### config.mk
export PLATFORM = sky130hd
export DESIGN_NAME = relative_path_checker_unit_flat
export DESIGN_NICKNAME = d
export VERILOG_FILES = /design/src/rpc_pkg.sv /design/src/rpc_req_if.sv /design/src/rpc_rsp_if.sv /design/src/relative_path_checker_unit.sv /design/src/flat_wrapper.sv
export VERILOG_INCLUDE_DIRS = /design/src /design/src/src
export SDC_FILE = /design/constraint.sdc
export NUM_CORES = 1
export LEC_CHECK = 0
export BUFFER_PORTS_ARGS = -buffer_cell sky130_fd_sc_hd__buf_2
export CORE_MARGIN = 5
export CORE_UTILIZATION = 31
export CTS_CLUSTER_SIZE = 16
export DETAILED_ROUTE_END_ITERATION = 7
export HOLD_SLACK_MARGIN = 0.02
export SLEW_MARGIN = 20
export SYNTH_ARGS = -nofsm -noshare
export SYNTH_HDL_FRONTEND = slang
export SYNTH_SLANG_ARGS = --single-unit
### constraint.sdc
create_clock -name clock -period 3.2 [get_ports clock]
set_clock_uncertainty 0.15 [all_clocks]
set_input_delay 0.32 -clock clock [delete_from_list [all_inputs] [get_ports clock]]
set_output_delay 0.32 -clock clock [all_outputs]
set_load 0.05 [all_outputs]
### src/assert_macros.svh
// ----------------------------------------------------------------------------
// assertion macros
// shared concurrent assertion helpers, empty when built for synthesis
// ----------------------------------------------------------------------------
`ifndef ASSERT_MACROS_SVH
`define ASSERT_MACROS_SVH

`ifndef SYNTHESIS

`define ASSERT_CLK(label, clk, rst, prop) \
   label: assert property (@(posedge clk) disable iff (rst) (prop)) \
      else $error("assertion failed");

`define ASSERT_NEVER(label, clk, rst, cond) \
   label: assert property (@(posedge clk) disable iff (rst) !(cond)) \
      else $error("forbidden condition seen");

`else

`define ASSERT_CLK(label, clk, rst, prop)

`define ASSERT_NEVER(label, clk, rst, cond)

`endif

`endif

### src/rpc_pkg.sv
// ----------------------------------------------------------------------------
// rpc_pkg
// types and constants of the relative path checker
// ----------------------------------------------------------------------------
package rpc_pkg;

   typedef enum logic [3:0] {
      VERDICT_OK        = 4'd0,
      VERDICT_EMPTY     = 4'd1,
      VERDICT_ABSOLUTE  = 4'd2,
      VERDICT_CONTROL   = 4'd3,
      VERDICT_BACKSLASH = 4'd4,
      VERDICT_COLON     = 4'd5,
      VERDICT_TRAILING  = 4'd6,
      VERDICT_EMPTYCOMP = 4'd7,
      VERDICT_DOTCOMP   = 4'd8,
      VERDICT_DOTPKG    = 4'd9
   } verdict_type;

   typedef enum logic [2:0] {
      SHAPE_EMPTY = 3'd0,
      SHAPE_DOT   = 3'd1,
      SHAPE_DDOT  = 3'd2,
      SHAPE_DP    = 3'd3,
      SHAPE_DPK   = 3'd4,
      SHAPE_DPKG  = 3'd5,
      SHAPE_OTHER = 3'd6
   } shape_type;

   localparam logic [7:0] CHAR_SLASH     = 8'h2F;
   localparam logic [7:0] CHAR_BACKSLASH = 8'h5C;
   localparam logic [7:0] CHAR_COLON     = 8'h3A;
   localparam logic [7:0] CHAR_DOT       = 8'h2E;
   localparam logic [7:0] CHAR_P         = 8'h70;
   localparam logic [7:0] CHAR_K         = 8'h6B;
   localparam logic [7:0] CHAR_G         = 8'h67;
   localparam logic [7:0] CTRL_LIMIT     = 8'h20;
   localparam logic [7:0] CHAR_DEL       = 8'h7F;

   localparam logic [2:0] COMP_LEN_MAX   = 3'd7;

endpackage

### src/rpc_req_if.sv
// ----------------------------------------------------------------------------
// rpc_req_if
// request channel: one path byte or an end marker per request
// ----------------------------------------------------------------------------
interface rpc_req_if;
   logic       valid;
   logic       ready;
   logic [7:0] path_byte;
   logic       end_marker;

   modport source (output valid, output path_byte, output end_marker, input ready);
   modport sink   (input valid, input path_byte, input end_marker, output ready);
endinterface

### src/rpc_rsp_if.sv
// ----------------------------------------------------------------------------
// rpc_rsp_if
// response channel: one verdict per checked path
// ----------------------------------------------------------------------------
interface rpc_rsp_if;
   logic       valid;
   logic       ready;
   logic [3:0] verdict;

   modport source (output valid, output verdict, input ready);
   modport sink   (input valid, input verdict, output ready);
endinterface

### src/relative_path_checker_unit.sv
// ----------------------------------------------------------------------------
// relative_path_checker_unit
// streaming checker that gives one verdict per relative file path
// ----------------------------------------------------------------------------
// A path arrives as one request per byte and ends with an end-marker request,
// which carries no byte. One request is taken every cycle; the input stalls
// only while a verdict waits in the output register and the response side is
// not ready, whatever the waiting request carries. The verdict appears, from the
// output register, in the cycle after the end marker is taken, and all
// tracking state is back at its reset value for the next path at that same
// edge.
`include "assert_macros.svh"

module relative_path_checker_unit (
   input  logic        clock,
   input  logic        reset,
   rpc_req_if.sink     req_ch,
   rpc_rsp_if.source   rsp_ch
);

   logic                  seen_any_ff, seen_any_in;
   logic                  starts_abs_ff, starts_abs_in;
   rpc_pkg::verdict_type  char_fault_ff, char_fault_in;
   rpc_pkg::verdict_type  comp_fault_ff, comp_fault_in;
   logic [2:0]            comp_len_ff, comp_len_in;
   rpc_pkg::shape_type    shape_ff, shape_in;
   logic                  in_first_ff, in_first_in;
   logic                  last_slash_ff, last_slash_in;
   logic                  rsp_valid_ff, rsp_valid_in;
   rpc_pkg::verdict_type  verdict_ff, verdict_in;

   logic                  accept;
   logic [7:0]            b;
   rpc_pkg::verdict_type  close_fault;
   rpc_pkg::verdict_type  final_verdict;

   function automatic rpc_pkg::verdict_type comp_check(
      input logic [2:0]         len,
      input rpc_pkg::shape_type shape,
      input logic               first
   );
      rpc_pkg::verdict_type v;
      v = rpc_pkg::VERDICT_OK;
      if (len == 3'd0) begin
         v = rpc_pkg::VERDICT_EMPTYCOMP;
      end else if (shape == rpc_pkg::SHAPE_DOT || shape == rpc_pkg::SHAPE_DDOT) begin
         v = rpc_pkg::VERDICT_DOTCOMP;
      end else if (first && shape == rpc_pkg::SHAPE_DPKG) begin
         v = rpc_pkg::VERDICT_DOTPKG;
      end
      return v;
   endfunction

   function automatic rpc_pkg::shape_type next_shape(
      input rpc_pkg::shape_type shape,
      input logic [7:0]         c
   );
      rpc_pkg::shape_type s;
      s = rpc_pkg::SHAPE_OTHER;
      case (shape)
         rpc_pkg::SHAPE_EMPTY: begin
            if (c == rpc_pkg::CHAR_DOT) s = rpc_pkg::SHAPE_DOT;
         end
         rpc_pkg::SHAPE_DOT: begin
            if (c == rpc_pkg::CHAR_DOT) s = rpc_pkg::SHAPE_DDOT;
            else if (c == rpc_pkg::CHAR_P) s = rpc_pkg::SHAPE_DP;
         end
         rpc_pkg::SHAPE_DP: begin
            if (c == rpc_pkg::CHAR_K) s = rpc_pkg::SHAPE_DPK;
         end
         rpc_pkg::SHAPE_DPK: begin
            if (c == rpc_pkg::CHAR_G) s = rpc_pkg::SHAPE_DPKG;
         end
         default: begin
            s = rpc_pkg::SHAPE_OTHER;
         end
      endcase
      return s;
   endfunction

   assign req_ch.ready   = !rsp_valid_ff || rsp_ch.ready;
   assign accept         = req_ch.valid && req_ch.ready;
   assign b              = req_ch.path_byte;
   assign rsp_ch.valid   = rsp_valid_ff;
   assign rsp_ch.verdict = verdict_ff;

   // fault of the open component, kept only if none was seen earlier
   always_comb begin
      if (comp_fault_ff != rpc_pkg::VERDICT_OK) begin
         close_fault = comp_fault_ff;
      end else begin
         close_fault = comp_check(comp_len_ff, shape_ff, in_first_ff);
      end
   end

   always_comb begin
      if (!seen_any_ff) begin
         final_verdict = rpc_pkg::VERDICT_EMPTY;
      end else if (starts_abs_ff) begin
         final_verdict = rpc_pkg::VERDICT_ABSOLUTE;
      end else if (char_fault_ff != rpc_pkg::VERDICT_OK) begin
         final_verdict = char_fault_ff;
      end else if (last_slash_ff) begin
         final_verdict = rpc_pkg::VERDICT_TRAILING;
      end else begin
         final_verdict = close_fault;
      end
   end

   always_comb begin
      seen_any_in   = seen_any_ff;
      starts_abs_in = starts_abs_ff;
      char_fault_in = char_fault_ff;
      comp_fault_in = comp_fault_ff;
      comp_len_in   = comp_len_ff;
      shape_in      = shape_ff;
      in_first_in   = in_first_ff;
      last_slash_in = last_slash_ff;
      rsp_valid_in  = rsp_valid_ff && !rsp_ch.ready;
      verdict_in    = verdict_ff;

      if (accept && req_ch.end_marker) begin
         rsp_valid_in  = 1'b1;
         verdict_in    = final_verdict;
         seen_any_in   = 1'b0;
         starts_abs_in = 1'b0;
         char_fault_in = rpc_pkg::VERDICT_OK;
         comp_fault_in = rpc_pkg::VERDICT_OK;
         comp_len_in   = 3'd0;
         shape_in      = rpc_pkg::SHAPE_EMPTY;
         in_first_in   = 1'b1;
         last_slash_in = 1'b0;
      end else if (accept) begin
         seen_any_in = 1'b1;
         if (!seen_any_ff && b == rpc_pkg::CHAR_SLASH) begin
            starts_abs_in = 1'b1;
         end
         if (char_fault_ff == rpc_pkg::VERDICT_OK) begin
            if (b < rpc_pkg::CTRL_LIMIT || b == rpc_pkg::CHAR_DEL) begin
               char_fault_in = rpc_pkg::VERDICT_CONTROL;
            end else if (b == rpc_pkg::CHAR_BACKSLASH) begin
               char_fault_in = rpc_pkg::VERDICT_BACKSLASH;
            end else if (b == rpc_pkg::CHAR_COLON) begin
               char_fault_in = rpc_pkg::VERDICT_COLON;
            end
         end
         if (b == rpc_pkg::CHAR_SLASH) begin
            comp_fault_in = close_fault;
            comp_len_in   = 3'd0;
            shape_in      = rpc_pkg::SHAPE_EMPTY;
            in_first_in   = 1'b0;
            last_slash_in = 1'b1;
         end else begin
            if (comp_len_ff != rpc_pkg::COMP_LEN_MAX) begin
               comp_len_in = comp_len_ff + 3'd1;
            end
            shape_in      = next_shape(shape_ff, b);
            last_slash_in = 1'b0;
         end
      end
   end

   always_ff @(posedge clock) begin
      if (reset) begin
         seen_any_ff   <= 1'b0;
         starts_abs_ff <= 1'b0;
         char_fault_ff <= rpc_pkg::VERDICT_OK;
         comp_fault_ff <= rpc_pkg::VERDICT_OK;
         comp_len_ff   <= 3'd0;
         shape_ff      <= rpc_pkg::SHAPE_EMPTY;
         in_first_ff   <= 1'b1;
         last_slash_ff <= 1'b0;
         rsp_valid_ff  <= 1'b0;
      end else begin
         seen_any_ff   <= seen_any_in;
         starts_abs_ff <= starts_abs_in;
         char_fault_ff <= char_fault_in;
         comp_fault_ff <= comp_fault_in;
         comp_len_ff   <= comp_len_in;
         shape_ff      <= shape_in;
         in_first_ff   <= in_first_in;
         last_slash_ff <= last_slash_in;
         rsp_valid_ff  <= rsp_valid_in;
      end
      verdict_ff <= verdict_in;
   end

   // assertions
   `ASSERT_CLK(a_rsp_from_end, clock, reset,
      $rose(rsp_valid_ff) |-> $past(accept && req_ch.end_marker))
   `ASSERT_CLK(a_clear_after_end, clock, reset,
      (accept && req_ch.end_marker) |=> (!seen_any_ff && in_first_ff && !last_slash_ff))
   `ASSERT_NEVER(a_abs_without_byte, clock, reset, starts_abs_ff && !seen_any_ff)
   `ASSERT_CLK(a_len_shape_agree, clock, reset,
      (comp_len_ff == 3'd0) == (shape_ff == rpc_pkg::SHAPE_EMPTY))

endmodule
### src/flat_wrapper.sv
// flat-port wrapper written by rule: the top's interface ports become plain ports
module relative_path_checker_unit_flat 
  (clock, reset, req_ch_valid, req_ch_path_byte, req_ch_end_marker, req_ch_ready, rsp_ch_valid, rsp_ch_verdict, rsp_ch_ready);
  rpc_req_if req_ch_i ();
  rpc_rsp_if rsp_ch_i ();
  input  logic clock;
  input  logic reset;
  input wire logic [$bits(req_ch_i.valid)-1:0] req_ch_valid;
  input wire logic [$bits(req_ch_i.path_byte)-1:0] req_ch_path_byte;
  input wire logic [$bits(req_ch_i.end_marker)-1:0] req_ch_end_marker;
  output wire logic [$bits(req_ch_i.ready)-1:0] req_ch_ready;
  output wire logic [$bits(rsp_ch_i.valid)-1:0] rsp_ch_valid;
  output wire logic [$bits(rsp_ch_i.verdict)-1:0] rsp_ch_verdict;
  input wire logic [$bits(rsp_ch_i.ready)-1:0] rsp_ch_ready;
  assign req_ch_i.valid = req_ch_valid;
  assign req_ch_i.path_byte = req_ch_path_byte;
  assign req_ch_i.end_marker = req_ch_end_marker;
  assign req_ch_ready = req_ch_i.ready;
  assign rsp_ch_valid = rsp_ch_i.valid;
  assign rsp_ch_verdict = rsp_ch_i.verdict;
  assign rsp_ch_i.ready = rsp_ch_ready;
  relative_path_checker_unit u_core (.clock(clock), .reset(reset), .req_ch(req_ch_i), .rsp_ch(rsp_ch_i));
endmodule
==> results.txt <==
The run finished with clean final reports. In this run the number of cells on the critical path is 5. The worst setup path is launched from a flop. Overall power consumption after layout is estimated at 0.654 mW.

In this run the tool buffered the top-level ports with 18 buffer cells. The min-delay analysis places its worst path in the category input port to flop. The tools report the floorplan die area as 5590 um^2. The synthesized netlist contains 51 unique library cells.

Once detail routing completed, the nets flagged for antenna violations numbered 0. Following the worst setup path forward leads to its endpoint at u_core.comp_fault_ff[3]$_SDFFE_PP0P_. Hold repair after CTS inserted 0 buffers. The final layout net count is 178, and the vertical die dimension is 74.8 um. In the post-route analysis, the smallest setup slack over all paths is 1.43 ns. Clock latency on the worst-skew pair, taken at its later pin, is 0.27 ns. 0 antenna diodes ended up in the layout. Detailed routing placed a total of 1.56 mm of wire on met2. Most used standard cell by instance count after synthesis: dfxtp_1. The clock-pin slew on the worst setup and hold paths was 0.08 ns. Average via count per standard cell: 5.53.

The share of flip-flops with an asynchronous set or reset after synthesis came out at 0%. For the number of vias in the routed layout, the log shows 1167. After floorplanning, the core was sized to cover 4030 um^2. Before CTS, the worst setup slack after placement is 1.35 ns. The average cell area after synthesis came out at 9.03 um^2.

The worst register-to-register path begins at u_core.rsp_ch.valid$_SDFF_PP0_. The number of global-route vias before repair was 1171. Uppermost layer routed: met4. For the share of the core filled with cells, the log shows 36.9%.

The longest clock path from root to sink contains 2 buffers. After layout, the minimum clock period comes to 1.77 ns. In the synthesized netlist, the cells that appear most often are 18 x dfxtp_1, 14 x nand2_1, 14 x nor2_1.

The maximum vdd drop is 0.179 mV, and the logic depth of the worst register-to-register path is 5. Compared with the post-synthesis result, the final layout area differs by 14.4%. For this block, the routed nets add up to 3.15 mm of wire. The estimated wirelength of the detail-placed design is 2.50 mm, and the slew at the pin closest to its max-slew limit is 0.507 ns. The synthesized design contains 4 enable-type register cells. In the synthesized netlist the dominant register cell turns out to be dfxtp_1.

The number of clock sinks seen by CTS was 22. In this run the static leakage power is 0.572 nW. Leading area contributor after synthesis: dfxtp_1. The delay of the slowest critical-path stage was 0.39 ns.

The logs give 211 for the final cell count without fillers and 65.9% for the worst slew margin relative to its limit. In this run the worst path has a maximum fanout of 11. The logs give 1 for the level count of the clock H-tree and 0 for the remaining routing DRC violations. After detailed routing, the average wire length per cell comes to 14.9 um.

In the final layout, the multi-input gates occupy 746 um^2. The global-route usage over all layers is 12.4%, and the initial core utilization is 32.3%. After clock tree synthesis, the setup repair step added 0 buffers. Counting flops and latches in the post-synthesis netlist gives 22.

STA classifies the critical path endpoint as a flop. Hold timing on the final database bottoms out at a slack of 0.114 ns. The total of warnings raised by yosys is 0. On the critical path the largest part of the delay comes from simple AND/OR/NAND/NOR gates.

For this run, the top clock speed supported by timing is 565 MHz. The number of hold violations in the final report was 0. The number of maximum-capacitance violations came out at 0. The post-cts gate resize count is 0, and the combined buffer and inverter count along the critical path is 1. At the end of routability-driven placement, the weighted congestion stood at 0.887.

In this run the power density over the cells is 440 nW/um^2. The first routing iteration left 60 violations. The layout cell share with drive strength beyond 1 came out at 21.7%. Setup repair after global routing left no endpoint under its margin. Buffers inserted during clock tree synthesis total 3. The arrival time reported for the critical path endpoint was 1.81 ns; the number of antenna violations at the first check in global routing was 0.

The proportion of synthesized chip area in sequential cells was 37.0%; the ratio of final minimum period to clock period was 55.3%. The first detailed-routing pass took 4 iterations. The tools report the remaining global-route overflow as 0.

Traced cell by cell, the critical path runs through nor2b_4, inv_2, and3_4, or2_1, a211oi_1. The worst-path cell with the longest stage delay was or2_1. The first global-routing pass estimated 5.34 mm of wire. Setup slack on the worst reg-to-reg path comes out at 1.43 ns.

In this run, placement finished with an instance count of 207. The placed instances occupy a cell area of 1420 um^2. In this run the count of I/O pins placed on the die edge is 19.

After detailed routing, the met3 layer carries 157 um of wire. The tools report the required time of the critical path as 3.24 ns. The root buffer cell chosen for the clock tree is clkbuf_8.

The run gives 144 as the number of standard cells after synthesis. The most critical setup path has its startpoint at u_core.rsp_ch.valid$_SDFF_PP0_. Registers take 480 um^2. The top cell type by area accounts for 27.7% of the synthesized area. The logs give 0 for the number of max-slew violations in the final report and 1490 um^2 for the post-layout instance area. After detailed routing, the wire length on met1 is 1.40 mm. The initialized floorplan defines 23 standard-cell rows.

The number of fillers in the final layout is 432. Entering global routing, the biggest net connects 14 pins. The run gives 1300 um^2 as the combined area of all synthesized cells. The tools report the worst reg2reg path endpoint as u_core.comp_fault_ff[3]$_SDFFE_PP0P_. The horizontal die dimension came out at 74.8 um. By area the synthesized netlist is led by dfxtp_1 28%, edfxtp_1 9.2%, nand2_1 4.0%. Setup violations remaining at the end of the flow were counted as 0.

For the final routed database, the setup TNS stands at 0 ns. The number of nets produced by synthesis was 160. TritonCTS built the clock tree. Kind of critical path: flop to flop.
==> sequential cells by signal (all words and copies together), names as in the netlist <==
name,cells
u_core.comp_fault_ff,4
u_core.rsp_ch.verdict,4
u_core.char_fault_ff,3
u_core.comp_len_ff,3
u_core.shape_ff,3
u_core.in_first_ff,1
u_core.last_slash_ff,1
u_core.rsp_ch.valid,1
u_core.seen_any_ff,1
u_core.starts_abs_ff,1
==> logic make-up after synthesis <==
logic type,Yosys count,synth area share (%)
DFF,22,37.0
adders and majority gates,3,2.89
xor gates and xnor gates,1,0.674
and+or+nand+nor,62,29.6
muxes,1,0.770
buffers and inverters,15,5.68
AOI/OAI and AO/OA,40,23.4
==> cells in the final DEF (no fill, tap or decap), types with 3 or more instances in the layout <==
cell | netlist | final
a211oi_2 | 3 | 3
nand4_1 | 4 | 4
o21a_1 | 3 | 3
nor2b_1 | 4 | 4
edfxtp_1 | 4 | 4
a21oi_1 | 9 | 9
buf_2 | 2 | 18
nor4b_1 | 3 | 3
nand2_1 | 14 | 14
clkbuf_8 | 0 | 3
nor2_1 | 14 | 14
a31oi_1 | 3 | 3
dfxtp_1 | 18 | 18
ha_1 | 3 | 3
inv_1 | 8 | 8
o21ai_0 | 6 | 6
==> report_power, final <==
group	switching, mW	leakage (nW)	total [mW]	internal (mW)
logic	0.0592	0.354	0.0943	0.0351
clock network	0.0942	0.0357	0.261	0.167
registers	0.00846	0.182	0.299	0.290
==> layout make-up <==
cell class | instances | area share [%]
Sequential cell | 22 | 32.3
Inverter | 10 | 2.52
Clock buffer | 3 | 2.78
Tap cell | 50 | 4.21
Timing Repair Buffer | 18 | 6.06
Clock inverter | 1 | 2.02
Multi-Input combinational cell | 107 | 50.1
==> worst min-delay path by stage <==
stage	from	end	slack, ns	cells after the start
after global placement	u_core.in_first_ff$_SDFFE_PP1P_	u_core.in_first_ff$_SDFFE_PP1P_	0.32	2
after floorplan	reset	u_core.rsp_ch.valid$_SDFF_PP0_	0.24	1
after CTS	reset	u_core.rsp_ch.valid$_SDFF_PP0_	0.11	2
final	reset	u_core.rsp_ch.valid$_SDFF_PP0_	0.11	2
after detailed placement	u_core.in_first_ff$_SDFFE_PP1P_	u_core.in_first_ff$_SDFFE_PP1P_	0.32	2
after global routing	reset	u_core.rsp_ch.valid$_SDFF_PP0_	0.13	2
==> per-layer routing <==
metal	up-vias	track usage [%]
met5	-	0
met2	26	21.2
met4	0	2.96
met1	560	15.2
li1	577	-
met3	4	3.74
No activity file was read; power rests on OpenSTA's default activity.
